===== config.mk =====
export PLATFORM = sky130hd
export DESIGN_NAME = pgcr_correct
export DESIGN_NICKNAME = d
export VERILOG_FILES = /design/src/pgcr_pkg.sv /design/src/pgcr_correct.sv
export SDC_FILE = /design/constraint.sdc
export NUM_CORES = 1
export LEC_CHECK = 0
export BUFFER_PORTS_ARGS = -buffer_cell sky130_fd_sc_hd__buf_4
export CAP_MARGIN = 15
export CORE_MARGIN = 10
export CORE_UTILIZATION = 58
export DETAILED_ROUTE_END_ITERATION = 8
export PLACE_DENSITY = 0.81
export SYNTH_ARGS = -nofsm -noshare
export SYNTH_HDL_FRONTEND = slang
export SYNTH_SLANG_ARGS = --single-unit
export TNS_END_PERCENT = 30

===== constraint.sdc =====
create_clock -name clk -period 6.9 [get_ports clk]
set_clock_uncertainty 0.05 [all_clocks]
set_input_delay 0 -clock clk [delete_from_list [all_inputs] [get_ports clk]]
set_output_delay 0 -clock clk [all_outputs]
set_load 0.02 [all_outputs]

===== src/pgcr_pkg.sv =====
`timescale 1ns / 1ps

package pgcr_pkg;

  // Frame geometry
  localparam int FRAME_PIXELS = 4096;
  localparam int ADDR_W       = (FRAME_PIXELS > 1) ? $clog2(FRAME_PIXELS) : 1;
  localparam int COUNT_W      = $clog2(FRAME_PIXELS + 1);

  // Corrected values at or above this limit are marked saturated
  localparam int SAT_LIMIT = 32767;

  localparam logic signed [15:0] MIN_RESET = 16'sd32766;

  // Configuration register indexes
  localparam logic [1:0] REG_PIXEL_BIAS = 2'd0;
  localparam logic [1:0] REG_PEDESTAL   = 2'd1;
  localparam logic [1:0] REG_HOT_CODE   = 2'd2;
  localparam logic [1:0] REG_SKIP_CODE  = 2'd3;

  typedef enum logic [1:0] {
    KIND_NORMAL = 2'd0,
    KIND_SAT    = 2'd1,
    KIND_TAG    = 2'd2
  } kind_t;

  typedef struct packed {
    kind_t              kind;
    logic signed [15:0] value;
  } entry_t;

  typedef struct packed {
    logic              en;
    logic [ADDR_W-1:0] addr;
    entry_t            data;
  } store_wr_t;

endpackage


===== src/pgcr_correct.sv =====
`timescale 1ns / 1ps

module pgcr_correct import pgcr_pkg::*; (
  input  logic               clk,
  input  logic               rst,
  input  logic               start,
  input  logic signed [15:0] pixel,
  input  logic [23:0]        gain,
  input  logic [14:0]        pixel_bias,
  input  logic signed [15:0] pedestal,
  input  logic signed [15:0] hot_code,
  input  logic signed [15:0] skip_code,
  output logic               done,
  output entry_t             entry
);

  // stage 1: offsets removed
  logic               s1_valid;
  logic               s1_tag;
  logic signed [15:0] s1_pixel;
  logic signed [17:0] s1_diff;
  logic [23:0]        s1_gain;

  // stage 2: product
  logic               s2_valid;
  logic               s2_tag;
  logic signed [15:0] s2_pixel;
  logic signed [42:0] s2_prod;

  logic signed [42:0] rounded;
  logic signed [26:0] corr;
  logic               sat;
  logic               clamp_low;

  always_ff @(posedge clk) begin
    if (rst) begin
      s1_valid <= 1'b0;
      s2_valid <= 1'b0;
    end else begin
      s1_valid <= start;
      s2_valid <= s1_valid;
    end
  end

  always_ff @(posedge clk) begin
    if (start) begin
      s1_tag   <= (pixel == hot_code) || (pixel == skip_code);
      s1_pixel <= pixel;
      s1_diff  <= 18'(signed'({{2{pixel[15]}}, pixel}))
                - 18'(signed'({3'b000, pixel_bias}))
                - 18'(signed'({{2{pedestal[15]}}, pedestal}));
      s1_gain  <= gain;
    end
    if (s1_valid) begin
      s2_tag   <= s1_tag;
      s2_pixel <= s1_pixel;
      s2_prod  <= 43'(s1_diff * signed'({1'b0, s1_gain}));
    end
  end

  // Truncate toward zero: bias negative products before the arithmetic shift
  assign rounded   = s2_prod + (s2_prod[42] ? 43'sd65535 : 43'sd0);
  assign corr      = rounded[42:16];
  assign sat       = corr >= 27'(SAT_LIMIT);
  assign clamp_low = corr < -27'sd32768;

  always_comb begin
    if (s2_tag) begin
      entry.kind  = KIND_TAG;
      entry.value = s2_pixel;
    end else if (sat) begin
      entry.kind  = KIND_SAT;
      entry.value = '0;
    end else begin
      entry.kind  = KIND_NORMAL;
      entry.value = clamp_low ? -16'sd32768 : corr[15:0];
    end
  end

  assign done = s2_valid;

endmodule

# After elaboration in Yosys (flattened, before gate mapping)

Index checks and enable logic that the tools add are counted.

Register bits: 121
Latch bits: 0
Bits in writable memories: 0
ROM bits: 0
Output and inout port bits: 19
Memories kept: 0

Add/sub/neg operators: 3
Multiply operators: 1
Div/mod/pow operators: 0
$lt $le $gt $ge: 2
Eq/ne operators: 2
Shifts and indexed selects: 0
Multiplexer cells: 4
Bitwise gates (word level): 0
Reduce and logical (&&, ||, !) cells: 1

Operators with widths:

| operator                                                                              | number |
|---|---|
| 43-bit by 17-bit adder with 43-bit output                                             | 1 |
| 18-bit by 25-bit multiplier with 43-bit output                                        | 1 |
| 16-bit equality test                                                                  | 2 |
| 16-bit two-way mux                                                                    | 2 |
| 27-bit by 16-bit greater-or-equal comparator with 1-bit output, second input constant | 1 |
| 27-bit by 16-bit less-than comparator with 1-bit output, second input constant        | 1 |
| 18-bit two-way mux                                                                    | 1 |
| 17-bit by 16-bit subtractor with 18-bit output                                        | 1 |
| 17-bit two-way mux                                                                    | 1 |
| 16-bit by 16-bit subtractor with 17-bit output                                        | 1 |
| 1-bit logical OR                                                                      | 1 |

# Logic depth before layout (Yosys ltp)

Gate-level depths: netlist (run 1).

Depth after elaboration: 6
Gate-level depth with buffers: 24

# Worst setup path before layout (run 1)

Ideal clock, no wire load.

Path type: reg2reg
Start point: register s1_gain[10]
End point: register s2_prod[29], data pin
Setup time: 263 ps
Data arrival time: 6,160 ps
Data required time: 6,587 ps
Slack: 427 ps
Cell stages (with the launch flop): 22
Path buffers: 2
Cell sequence: edfxtp_1 clkbuf_1 clkbuf_1 nand2_1 fa_1 fa_1 fa_1 fa_1 inv_1 fa_1 inv_1 fa_1 inv_1 ha_1 nand3_1 a2111oi_0 o31ai_1 o41ai_1 a2111oi_0 o21bai_1 a21oi_1 xnor2_1

Longest elaborated chain between the ends: 1

Ends and longest elaborated chain:

| item                                           | line               | text |
|---|---|---|
| start, declared                                | pgcr_correct.sv:22 | `logic [23:0] s1_gain;` |
| start signal, assigned                         | pgcr_correct.sv:52 | `s1_gain <= gain;` |
| 18-bit by 25-bit multiplier with 43-bit output | pgcr_correct.sv:57 | `s2_prod <= 43'(s1_diff * signed'({1'b0, s1_gain}));` |
| end signal, assigned                           | pgcr_correct.sv:57 |  |
| end, declared                                  | pgcr_correct.sv:28 | `logic signed [42:0] s2_prod;` |

Every way passes these cells.
A chain may end at the register's enable or synchronous reset.

# Final worst setup path (run 1)

Start point: register s1_diff[3]
End point: register s2_prod[29], data pin

Longest elaborated chain between the ends: 1

Ends and longest elaborated chain:

| item                                           | line               | text |
|---|---|---|
| start, declared                                | pgcr_correct.sv:21 | `logic signed [17:0] s1_diff;` |
| start signal, assigned                         | pgcr_correct.sv:49 | `s1_diff <= 18'(signed'({{2{pixel[15]}}, pixel}))` |
| 18-bit by 25-bit multiplier with 43-bit output | pgcr_correct.sv:57 |  |

Every way passes these cells.

==> run summary, run 1 <==
status - finished, final reports clean
Initial Util - 58.75%
drt pass-1 iters - 5
Root Driver - clkbuf_16
number of DRC markers in iteration 0 - 1226
worst setup margin - 253.0 ps
clock transition at the registers of the reported paths - 60 ps
fraction of layout instances using a drive strength above 1 - 10.84%
Syn Nets - 2849
count leader, synth - inv_1
share of the synthesized area in the top cell type - 35.24%
GRT Total Usage - 25.65%
Warnings, synthesis - 0
total gr overflow - 0
final setup fails - 0
fin crit share - 96.33%
row count - 69
Clock Latency Late Sink - 450 ps
Distinct cells, synth - 73
die area - 0.04393 mm^2
vias per inst - 5.631
Slew @ Worst Pin - 1028 ps
list of most frequent post-synthesis cells - inv_1 (486), fa_1 (367), nand2_1 (297)
Crit Path Max Fanout - 13
initial antenna violation count - 2
max_slew headroom - 31.33%
Worst setup SP type - flip-flop
largest net degree at the start of global routing - 61
Metal-1 WL - 19850 um
wirelength, routed - 54620 um
worst path required time - 7040 ps
RSZ-0062 raised after global routing - true
ranking of synthesized cells by area - fa_1 (35%), edfxtp_1 (17%), ha_1 (11%)
Synth area leader - fa_1
fraction of registers with async set/reset - 0%
Slowest-stage cell, CP - edfxtp_1
CTS H-tree depth - 4
arrival time worst endpoint - 6780 ps
Worst Hold Class - input port to flip-flop
dominant synthesized flop cell - edfxtp_1
Top Family by Delay on Critical Path - adder cells
critical path endpoint category - flip-flop
WL met3 - 3371 um
Final nets - 3029
Syn-to-layout area delta - 14.03%
CTS tree - built
Slew Viols, Final - 0
routed vias - 16050
CTS Buf Count - 17
top routing layer used - met4
Mapped Cells - 2196
Die W - 209.6 um
EDFF count, synth - 119
Max Cap Violations - 0
DP Worst Slack - 116.1 ps
sequential share of the synthesized area - 17.33%
clk buf depth - 2
WP buf/inv - 6
Final Hold Viols - 0
Chip Height - 209.6 um
critical path cell sequence - buf_4, nand2_1, fa_1, inv_1, fa_1, inv_1, fa_1, inv_1, fa_1, fa_1, inv_1, fa_1, inv_1, ha_1, a21oi_1, o21ai_0, a221oi_1, o41ai_1, a2111oi_1, o21bai_1, a21oi_1, xnor2_1
first-pass GRT wire length - 89410 um
crit path time final - 6647 ps
kind of critical path - flip-flop to flip-flop
Max Fclk - 0.1504 GHz
vias in the first global route - 17710
port bufs - 124
DR DRC count - 0
routability cong. - 0.9551
Top cell by count, worst path - fa_1
core area - 0.03548 mm^2
Antenna Nets Post-Route - 0
DR WL/cell - 19.16 um
HPWL after detailed placement - 43640 um
Crit path largest cell delay - 710 ps
Mapped Area - 0.02085 mm^2
Avg Inst Size Synth - 9.493 um^2
Top Ports - 125
clock sink total - 121
metal2 WL - 28850 um
flip-flop and latch count after synthesis - 121
## what timing repair did
item	4_1_cts	5_1_grt
setup buffers	0	15
resized for setup	0	8
endpoints found under the setup margin	0	17
endpoints found under the hold margin	43	0
hold buffers	41	0
## worst register-to-register path, delay by kind of cell (launching register included)
kind	cells	cell delay, ps
flip-flops	1	710
XOR/XNOR	1	80
AO/OA/AOI/OAI	7	1560
adder cells (fa/ha/maj)	7	3380
AND/OR/NAND/NOR	1	90
buffers and inverters	6	530
## per-layer routing
| layer | track usage [%] | vias to the layer above |
|---|---|---|
| met2 | 46.20 | 617 |
| met5 | 0 | - |
| met3 | 4.039 | 171 |
| met4 | 12.03 | 0 |
| met1 | 29.21 | 8088 |
| li1 | - | 7177 |
## stage by stage
step / cell area [um^2] / instances / hold WS [ps] / setup TNS (ps) / util [%]
after floorplan: 20850 / 2196 / 21.61 / 0 / -
after global placement: 22550 / 2762 / 113.5 / 0 / 63.56
after detailed placement: 22550 / 2762 / 118.2 / 0 / 63.56
after CTS: 23580 / 2835 / 63.42 / 0 / 66.45
after global routing: 23770 / 2850 / 105.8 / -320.0 / 66.99
final: 23770 / 2851 / 84.13 / 0 / 66.99
## sequential cells by signal, summed over array words and instances (netlist names)
| signal | cells |
|---|---|
| s1_valid | 1 |
| s1_tag | 1 |
| s1_pixel | 16 |
| s1_diff | 18 |
| s2_tag | 1 |
| s2_prod | 43 |
| done | 1 |
| s2_pixel | 16 |
| s1_gain | 24 |
## area by class of cell
cell class	count	area [um^2]
Antenna cell	1	2.502
Clock buffer	17	425.4
Clock inverter	15	190.2
Fill cell	2631	11710
Inverter	488	1832
Multi-Input combinational cell	1504	15100
Sequential cell	121	3615
Tap cell	461	576.8
Timing Repair Buffer	244	2034
## worst paths after layout
kind / end / cells past startpoint / slack [ps] / start
worst max-delay path: s2_prod[29] / 22 / 250 / s1_diff[3]
worst min-delay path: s1_tag / 5 / 80 / skip_code[4]
worst max register to register: s2_prod[29] / 22 / 250 / s1_diff[3]
worst min register to register: s2_pixel[9] / 0 / 370 / s1_pixel[9]
## cell families (layout without fill, tap and decap cells)
kind of cell / Yosys count / count (layout) / share of synthesized area, %
buf+inv: 571 / 764 / 10.39
mux: 2 / 2 / 0.09603
flops: 121 / 121 / 17.33
compound gates: 187 / 187 / 6.194
simple gates: 667 / 667 / 15.70
xor+xnor: 101 / 101 / 4.243
fa+ha+maj: 547 / 547 / 46.04
other cells: 0 / 1 / 0
## cells in the final DEF, fill, tap and decap left out, types with 15 or more instances in the layout
| master | instances |
|---|---|
| nand3_1 | 45 |
| edfxtp_1 | 119 |
| nand4_1 | 15 |
| nand2_1 | 297 |
| ha_1 | 180 |
| a21oi_1 | 49 |
| and2_1 | 171 |
| nand2b_1 | 19 |
| inv_1 | 486 |
| nor3_1 | 16 |
| o21ai_0 | 25 |
| xnor2_1 | 48 |
| nor2_1 | 51 |
| a21o_1 | 16 |
| fa_1 | 367 |
| buf_4 | 195 |
| dlygate4sd3_1 | 41 |
| xor2_1 | 53 |
| clkbuf_16 | 17 |
Power of run 1 is not shown: default switching activity piles up to over one toggle a cycle in this logic, so the estimate is an artifact.
==> run 2, diff against run 1 <==
--- a/config.mk
+++ b/config.mk
@@ -7,10 +7,12 @@
 export LEC_CHECK = 0
 export BUFFER_PORTS_ARGS = -buffer_cell sky130_fd_sc_hd__buf_4
 export CAP_MARGIN = 15
+export CELL_PAD_IN_SITES_DETAIL_PLACEMENT = 1
+export CELL_PAD_IN_SITES_GLOBAL_PLACEMENT = 1
 export CORE_MARGIN = 10
-export CORE_UTILIZATION = 58
+export CORE_UTILIZATION = 45
 export DETAILED_ROUTE_END_ITERATION = 8
-export PLACE_DENSITY = 0.81
+export PLACE_DENSITY = 0.8
 export SYNTH_ARGS = -nofsm -noshare
 export SYNTH_HDL_FRONTEND = slang
 export SYNTH_SLANG_ARGS = --single-unit
==> run 2 against run 1 <==
Compared with the run above: first-iteration DRC count is 21% lower; clock-buffer cell count up 1; flip-flop and latch count unchanged; global-route usage is 2.2 points lower; critical endpoint is now s2_prod[41].
==> run summary, run 2 (synthesized netlist as in run 1, its figures left out) <==
status - finished, final reports clean
Final Hold Viols - 0 (unchanged)
largest net degree at the start of global routing - 61 (unchanged)
critical path endpoint category - flip-flop
commonest non-fill, non-tap cells in the layout - inv_1 (486), fa_1 (367), nand2_1 (297)
Worst setup SP type - flip-flop
largest reg by FF count - s2_prod
Max Cap Violations - 0 (unchanged)
arrival time worst endpoint - 6960 ps (+180 ps)
Core Util, Final - 53.02% (-14 points)
Global Route met3 Usage - 3.089% (-0.95 points)
Slowest-stage cell, CP - fa_1
row count - 78 (+13%)
hold_ws - 77.14 ps (-6.983 ps)
Top cell by count, worst path - fa_1
DR DRC count - 0 (unchanged)
Slew @ Worst Pin - 1235 ps (+206.4 ps)
first-pass GRT wire length - 102500 um (+15%)
DR WL/cell - 22.14 um (+16%)
Die W - 235.2 um (+12%)
largest registers - s2_prod (43), s1_gain (24), s1_diff (18)
fin crit share - 97.50% (+1.2 points)
Clock Latency Late Sink - 470 ps (+20 ps)
Max Fclk - 0.1486 GHz (-1.2%)
CTS tree - built
Slew Viols, Final - 0 (unchanged)
GRT Total Usage - 23.48% (-2.2 points)
Largest register FFs - 43 (unchanged)
final setup fails - 0 (unchanged)
clock transition at the registers of the reported paths - 60 ps (about the same)
critical path cell sequence - buf_4, and2_1, fa_1, inv_1, fa_1, fa_1, fa_1, inv_1, fa_1, inv_1, fa_1, inv_1, ha_1, nand3_1, a2111oi_4, o31ai_2, buf_4, o211ai_1, nand4_1, a31oi_2, nand4b_1, o311ai_1
placed inst area - 0.02272 mm^2 (+0.74%)
kind of critical path - flip-flop to flip-flop
Root Driver - clkbuf_16
Worst Hold Class - input port to flip-flop
met1 Usage GRT - 25.36% (-3.8 points)
commonest non-fill, non-tap cell in the layout - inv_1
CTS H-tree depth - 4 (unchanged)
Syn-to-layout area delta - 15.90%
CTS Buf Count - 17 (unchanged)
Final nets - 3055 (+0.86%)
busiest grt layer - met2
vias per inst - 5.467 (-2.9%)
fraction of layout instances using a drive strength above 1 - 11.72% (+0.88 points)
Crit path largest cell delay - 550 ps (-160 ps)
drt pass-1 iters - 6 (+1)
Initial Util - 45.74% (-13 points)
total gr overflow - 0 (unchanged)
wirelength, routed - 66750 um (+22%)
clock sink total - 121 (unchanged)
number of DRC markers in iteration 0 - 973 (-21%)
Chip Height - 235.2 um (+12%)
HPWL after detailed placement - 52250 um (+20%)
Top Ports - 125 (unchanged)
clk buf depth - 2 (unchanged)
routed vias - 16480 (+2.7%)
port bufs - 124 (unchanged)
setup_tns - 0 ps (unchanged)
fill cell count - 5149 (+96%)
die area - 0.05534 mm^2 (+26%)
met2 usage - 44.75% (-1.5 points)
Antenna Nets Post-Route - 0 (unchanged)
core area - 0.04558 mm^2 (+28%)
max_slew headroom - 17.55% (-14 points)
Crit Path Max Fanout - 7 (-6)
worst path required time - 7130 ps (+90 ps)
RSZ-0062 raised after global routing - true
initial antenna violation count - 2 (unchanged)
crit path time final - 6728 ps (+80.71 ps)
vias in the first global route - 18980 (+7.2%)
routability cong. - 0.9049 (-5.3%)
Finished Cell Area - 0.02416 mm^2 (+1.6%)
-- run 2: cell types whose count changed in the layout (fill, tap and decap cells not counted), moves of 2 or more --
cell	previous run	this run
buf_4	195	217
buf_12	8	12
clkinv_1	2	5
clkinv_2	1	3
clkinvlp_4	3	1
inv_6	4	2
-- run 2: final timing paths --
kind	start	endpoint	slack [ps]	depth (start not counted)
min	hot_code[4]	s1_tag	80	5
max	s1_diff[8]	s2_prod[41]	170	22
max reg2reg	s1_diff[8]	s2_prod[41]	170	22
min reg2reg	s1_pixel[10]	s2_pixel[10]	370	0
-- run 2: layer usage --
layer  up-vias  share of wire [%]
met5         -                  0
met4         0                4.1
met3       155                4.1
met2       465                 56
met1      8633                 36
li1       7231                  -
-- run 2: repair_timing --
item                                    in CTS  in global routing
setup buffers                                1                 41
endpoints found under the setup margin       7                 17
hold endpoints to repair                    43                  0
gates resized for setup                      3                  9
hold buffers                                41                  0
pin swaps                                    0                  3
-- run 2: worst max-delay path: cells and delay by family, from the launching register on --
family,cells,cell delay [ps]
compound gates,5,1250
buf+inv,6,610
flops,1,510
fa+ha+maj,7,3400
simple gates,4,710
-- run 2: per-stage QoR --
step / std cells / setup slack, ps
detailed placement: 2900 / -198.0
global route: 3014 / -86.68
global placement: 2900 / 167.0
floorplan: 2196 / 426.9
finish: 3015 / 172.3
CTS: 2973 / 32.31
-- run 2: final cells by class --
| class | count | area [um^2] | area share [%] |
|---|---|---|---|
| sequential | 121 | 3615 | 14.96 |
| inverter | 488 | 1832 | 7.581 |
| clock inverter | 13 | 128.9 | 0.5333 |
| tap | 600 | 750.7 | 3.107 |
| clock buffer | 18 | 429.2 | 1.776 |
| antenna | 1 | 2.502 | 0.01036 |
| multi-input combinational | 1504 | 15130 | 62.60 |
| timing repair buffer | 270 | 2280 | 9.435 |
Power of run 2 is left out for the same reason.
==> run 3, diff against run 2 <==
--- a/config.mk
+++ b/config.mk
@@ -5,7 +5,7 @@
 export SDC_FILE = /design/constraint.sdc
 export NUM_CORES = 1
 export LEC_CHECK = 0
-export BUFFER_PORTS_ARGS = -buffer_cell sky130_fd_sc_hd__buf_4
+export BUFFER_PORTS_ARGS = -buffer_cell sky130_fd_sc_hd__buf_2
 export CAP_MARGIN = 15
 export CELL_PAD_IN_SITES_DETAIL_PLACEMENT = 1
 export CELL_PAD_IN_SITES_GLOBAL_PLACEMENT = 1
@@ -13,6 +13,7 @@
 export CORE_UTILIZATION = 45
 export DETAILED_ROUTE_END_ITERATION = 8
 export PLACE_DENSITY = 0.8
+export SKIP_LAST_GASP = 1
 export SYNTH_ARGS = -nofsm -noshare
 export SYNTH_HDL_FRONTEND = slang
 export SYNTH_SLANG_ARGS = --single-unit
==> run 3 against run 2 <==
Compared with the run above: routed wire length shrank 2.8%; die area unchanged; hold slack lost 23 ps; cell count is 0.33% lower; sequential share of layout area is 0.23 points higher; clock-buffer cell count decreased by 1; flip-flop and latch count is the same; critical path depth fell by 2; critical path type unchanged; largest cell class unchanged.
==> run summary, run 3 (synthesized netlist as in run 1, its figures left out) <==
critical path endpoint category - flip-flop
vias per inst - 5.452 (-0.29%)
Worst Hold Class - input port to flip-flop
Slew @ Worst Pin - 1113 ps (-121.2 ps)
CTS tree - built
Largest register FFs - 43 (unchanged)
commonest non-fill, non-tap cell in the layout - inv_1
routed vias - 16380 (-0.62%)
total gr overflow - 0 (unchanged)
Initial Util - 45.74% (unchanged)
DR WL/cell - 21.60 um (-2.4%)
row count - 78 (unchanged)
largest net degree at the start of global routing - 61 (unchanged)
routability cong. - 0.8878 (-1.9%)
initial antenna violation count - 3 (+1)
met2 usage - 43.36% (-1.4 points)
CTS Buf Count - 17 (unchanged)
Core Util, Final - 52.20% (-0.82 points)
first-pass GRT wire length - 101400 um (-1.1%)
worst setup margin - 189.2 ps (+16.94 ps)
clock sink total - 121 (unchanged)
status - finished, final reports clean
number of DRC markers in iteration 0 - 916 (-5.9%)
Max Fclk - 0.1490 GHz (+0.25%)
busiest grt layer - met2
largest registers - s2_prod (43), s1_gain (24), s1_diff (18)
DR DRC count - 0 (unchanged)
HPWL after detailed placement - 51700 um (-1.1%)
vias in the first global route - 18780 (-1.1%)
Max Cap Violations - 0 (unchanged)
worst path required time - 7070 ps (-60 ps)
critical path cell sequence - buf_4, nand2_1, fa_1, inv_1, fa_1, fa_1, fa_1, fa_1, inv_1, fa_1, inv_1, ha_1, a21oi_1, o21ai_0, a221oi_1, o41ai_2, a2111oi_2, o21bai_1, a21oi_1, xnor2_1
RSZ-0062 raised after global routing - true
Antenna Nets Post-Route - 0 (unchanged)
GRT Total Usage - 23.28% (-0.20 points)
DP Worst Slack - -12.77 ps (+185.2 ps)
Worst setup SP type - flip-flop
drt pass-1 iters - 5 (-1)
Root Driver - clkbuf_16
Slew Viols, Final - 0 (unchanged)
placed inst area - 0.02241 mm^2 (-1.3%)
Crit path largest cell delay - 590 ps (+40 ps)
wirelength, routed - 64910 um (-2.8%)
Slowest-stage cell, CP - fa_1
final setup fails - 0 (unchanged)
Global Route met3 Usage - 3.392% (+0.30 points)
clock transition at the registers of the reported paths - 70 ps (about the same)
Top Ports - 125 (unchanged)
Die W - 235.2 um (unchanged)
fraction of layout instances using a drive strength above 1 - 11.56% (-0.16 points)
clk buf depth - 2 (unchanged)
met1 Usage GRT - 24.90% (-0.46 points)
CTS H-tree depth - 4 (unchanged)
core area - 0.04558 mm^2 (unchanged)
crit path time final - 6711 ps (-16.94 ps)
port bufs - 124 (unchanged)
commonest non-fill, non-tap cells in the layout - inv_1 (486), fa_1 (367), nand2_1 (297)
Syn-to-layout area delta - 14.12%
Final Hold Viols - 0 (unchanged)
die area - 0.05534 mm^2 (unchanged)
max_slew headroom - 25.64% (+8.1 points)
Final nets - 3044 (-0.36%)
Top cell by count, worst path - fa_1
fill cell count - 5217 (+1.3%)
Finished Cell Area - 0.02379 mm^2 (-1.5%)
largest reg by FF count - s2_prod
fin crit share - 97.26% (-0.25 points)
Crit Path Max Fanout - 13 (+6)
kind of critical path - flip-flop to flip-flop
Clock Latency Late Sink - 480 ps (about the same)
Chip Height - 235.2 um (unchanged)
arrival time worst endpoint - 6880 ps (-80 ps)
-- run 3: metal layers --
layer	vias to the layer above	share of wire, %
li1	7207	-
met1	8577	36
met2	425	55
met3	169	4.1
met4	4	4.7
met5	-	0.042
-- run 3: stage by stage --
| stage | std cells | setup TNS (ps) | hold slack, ps |
|---|---|---|---|
| floorplan | 2196 | 0 | 21.61 |
| global placement | 2899 | 0 | 114.4 |
| detailed placement | 2899 | -12.77 | 125.0 |
| CTS | 2976 | 0 | 18.92 |
| global route | 3004 | -228.3 | 60.57 |
| finish | 3005 | 0 | 54.56 |
-- run 3: worst max-delay path: cells and delay by family, from the launching register on --
| kind | cells | cell delay (ps) |
|---|---|---|
| DFF | 1 | 540 |
| and+or+nand+nor | 1 | 110 |
| buffers and inverters | 4 | 450 |
| xor gates and xnor gates | 1 | 80 |
| AOI/OAI and AO/OA | 7 | 1680 |
| adders and majority gates | 7 | 3540 |
-- run 3: final timing paths --
kind	start	endpoint	slack [ps]	cells past startpoint
setup / recovery	s1_gain[9]	s2_prod[29]	190	20
setup reg to reg	s1_gain[9]	s2_prod[29]	190	20
hold reg to reg	s1_pixel[11]	s2_pixel[11]	370	0
hold / removal	hot_code[9]	s1_tag	50	5
-- run 3: area by class of cell --
cell class / count / area (um^2) / area share, %
diodes: 1 / 2.502 / 0.01052
clock buffers: 17 / 425.4 / 1.788
clock inverters: 15 / 237.7 / 0.9992
inverters: 488 / 1832 / 7.699
multi-input cells: 1504 / 15120 / 63.54
flip-flops and latches: 121 / 3615 / 15.19
well taps: 600 / 750.7 / 3.155
repair buffers: 259 / 1812 / 7.615
-- run 3: timing repair --
item / in CTS / in global routing
hold buffers: 41 / 0
endpoints found under the hold margin: 42 / 0
setup endpoints to repair: 2 / 16
buffers inserted: 4 / 28
pin swaps: 0 / 0
gates resized for setup: 2 / 10
Power of run 3 is left out for the same reason.
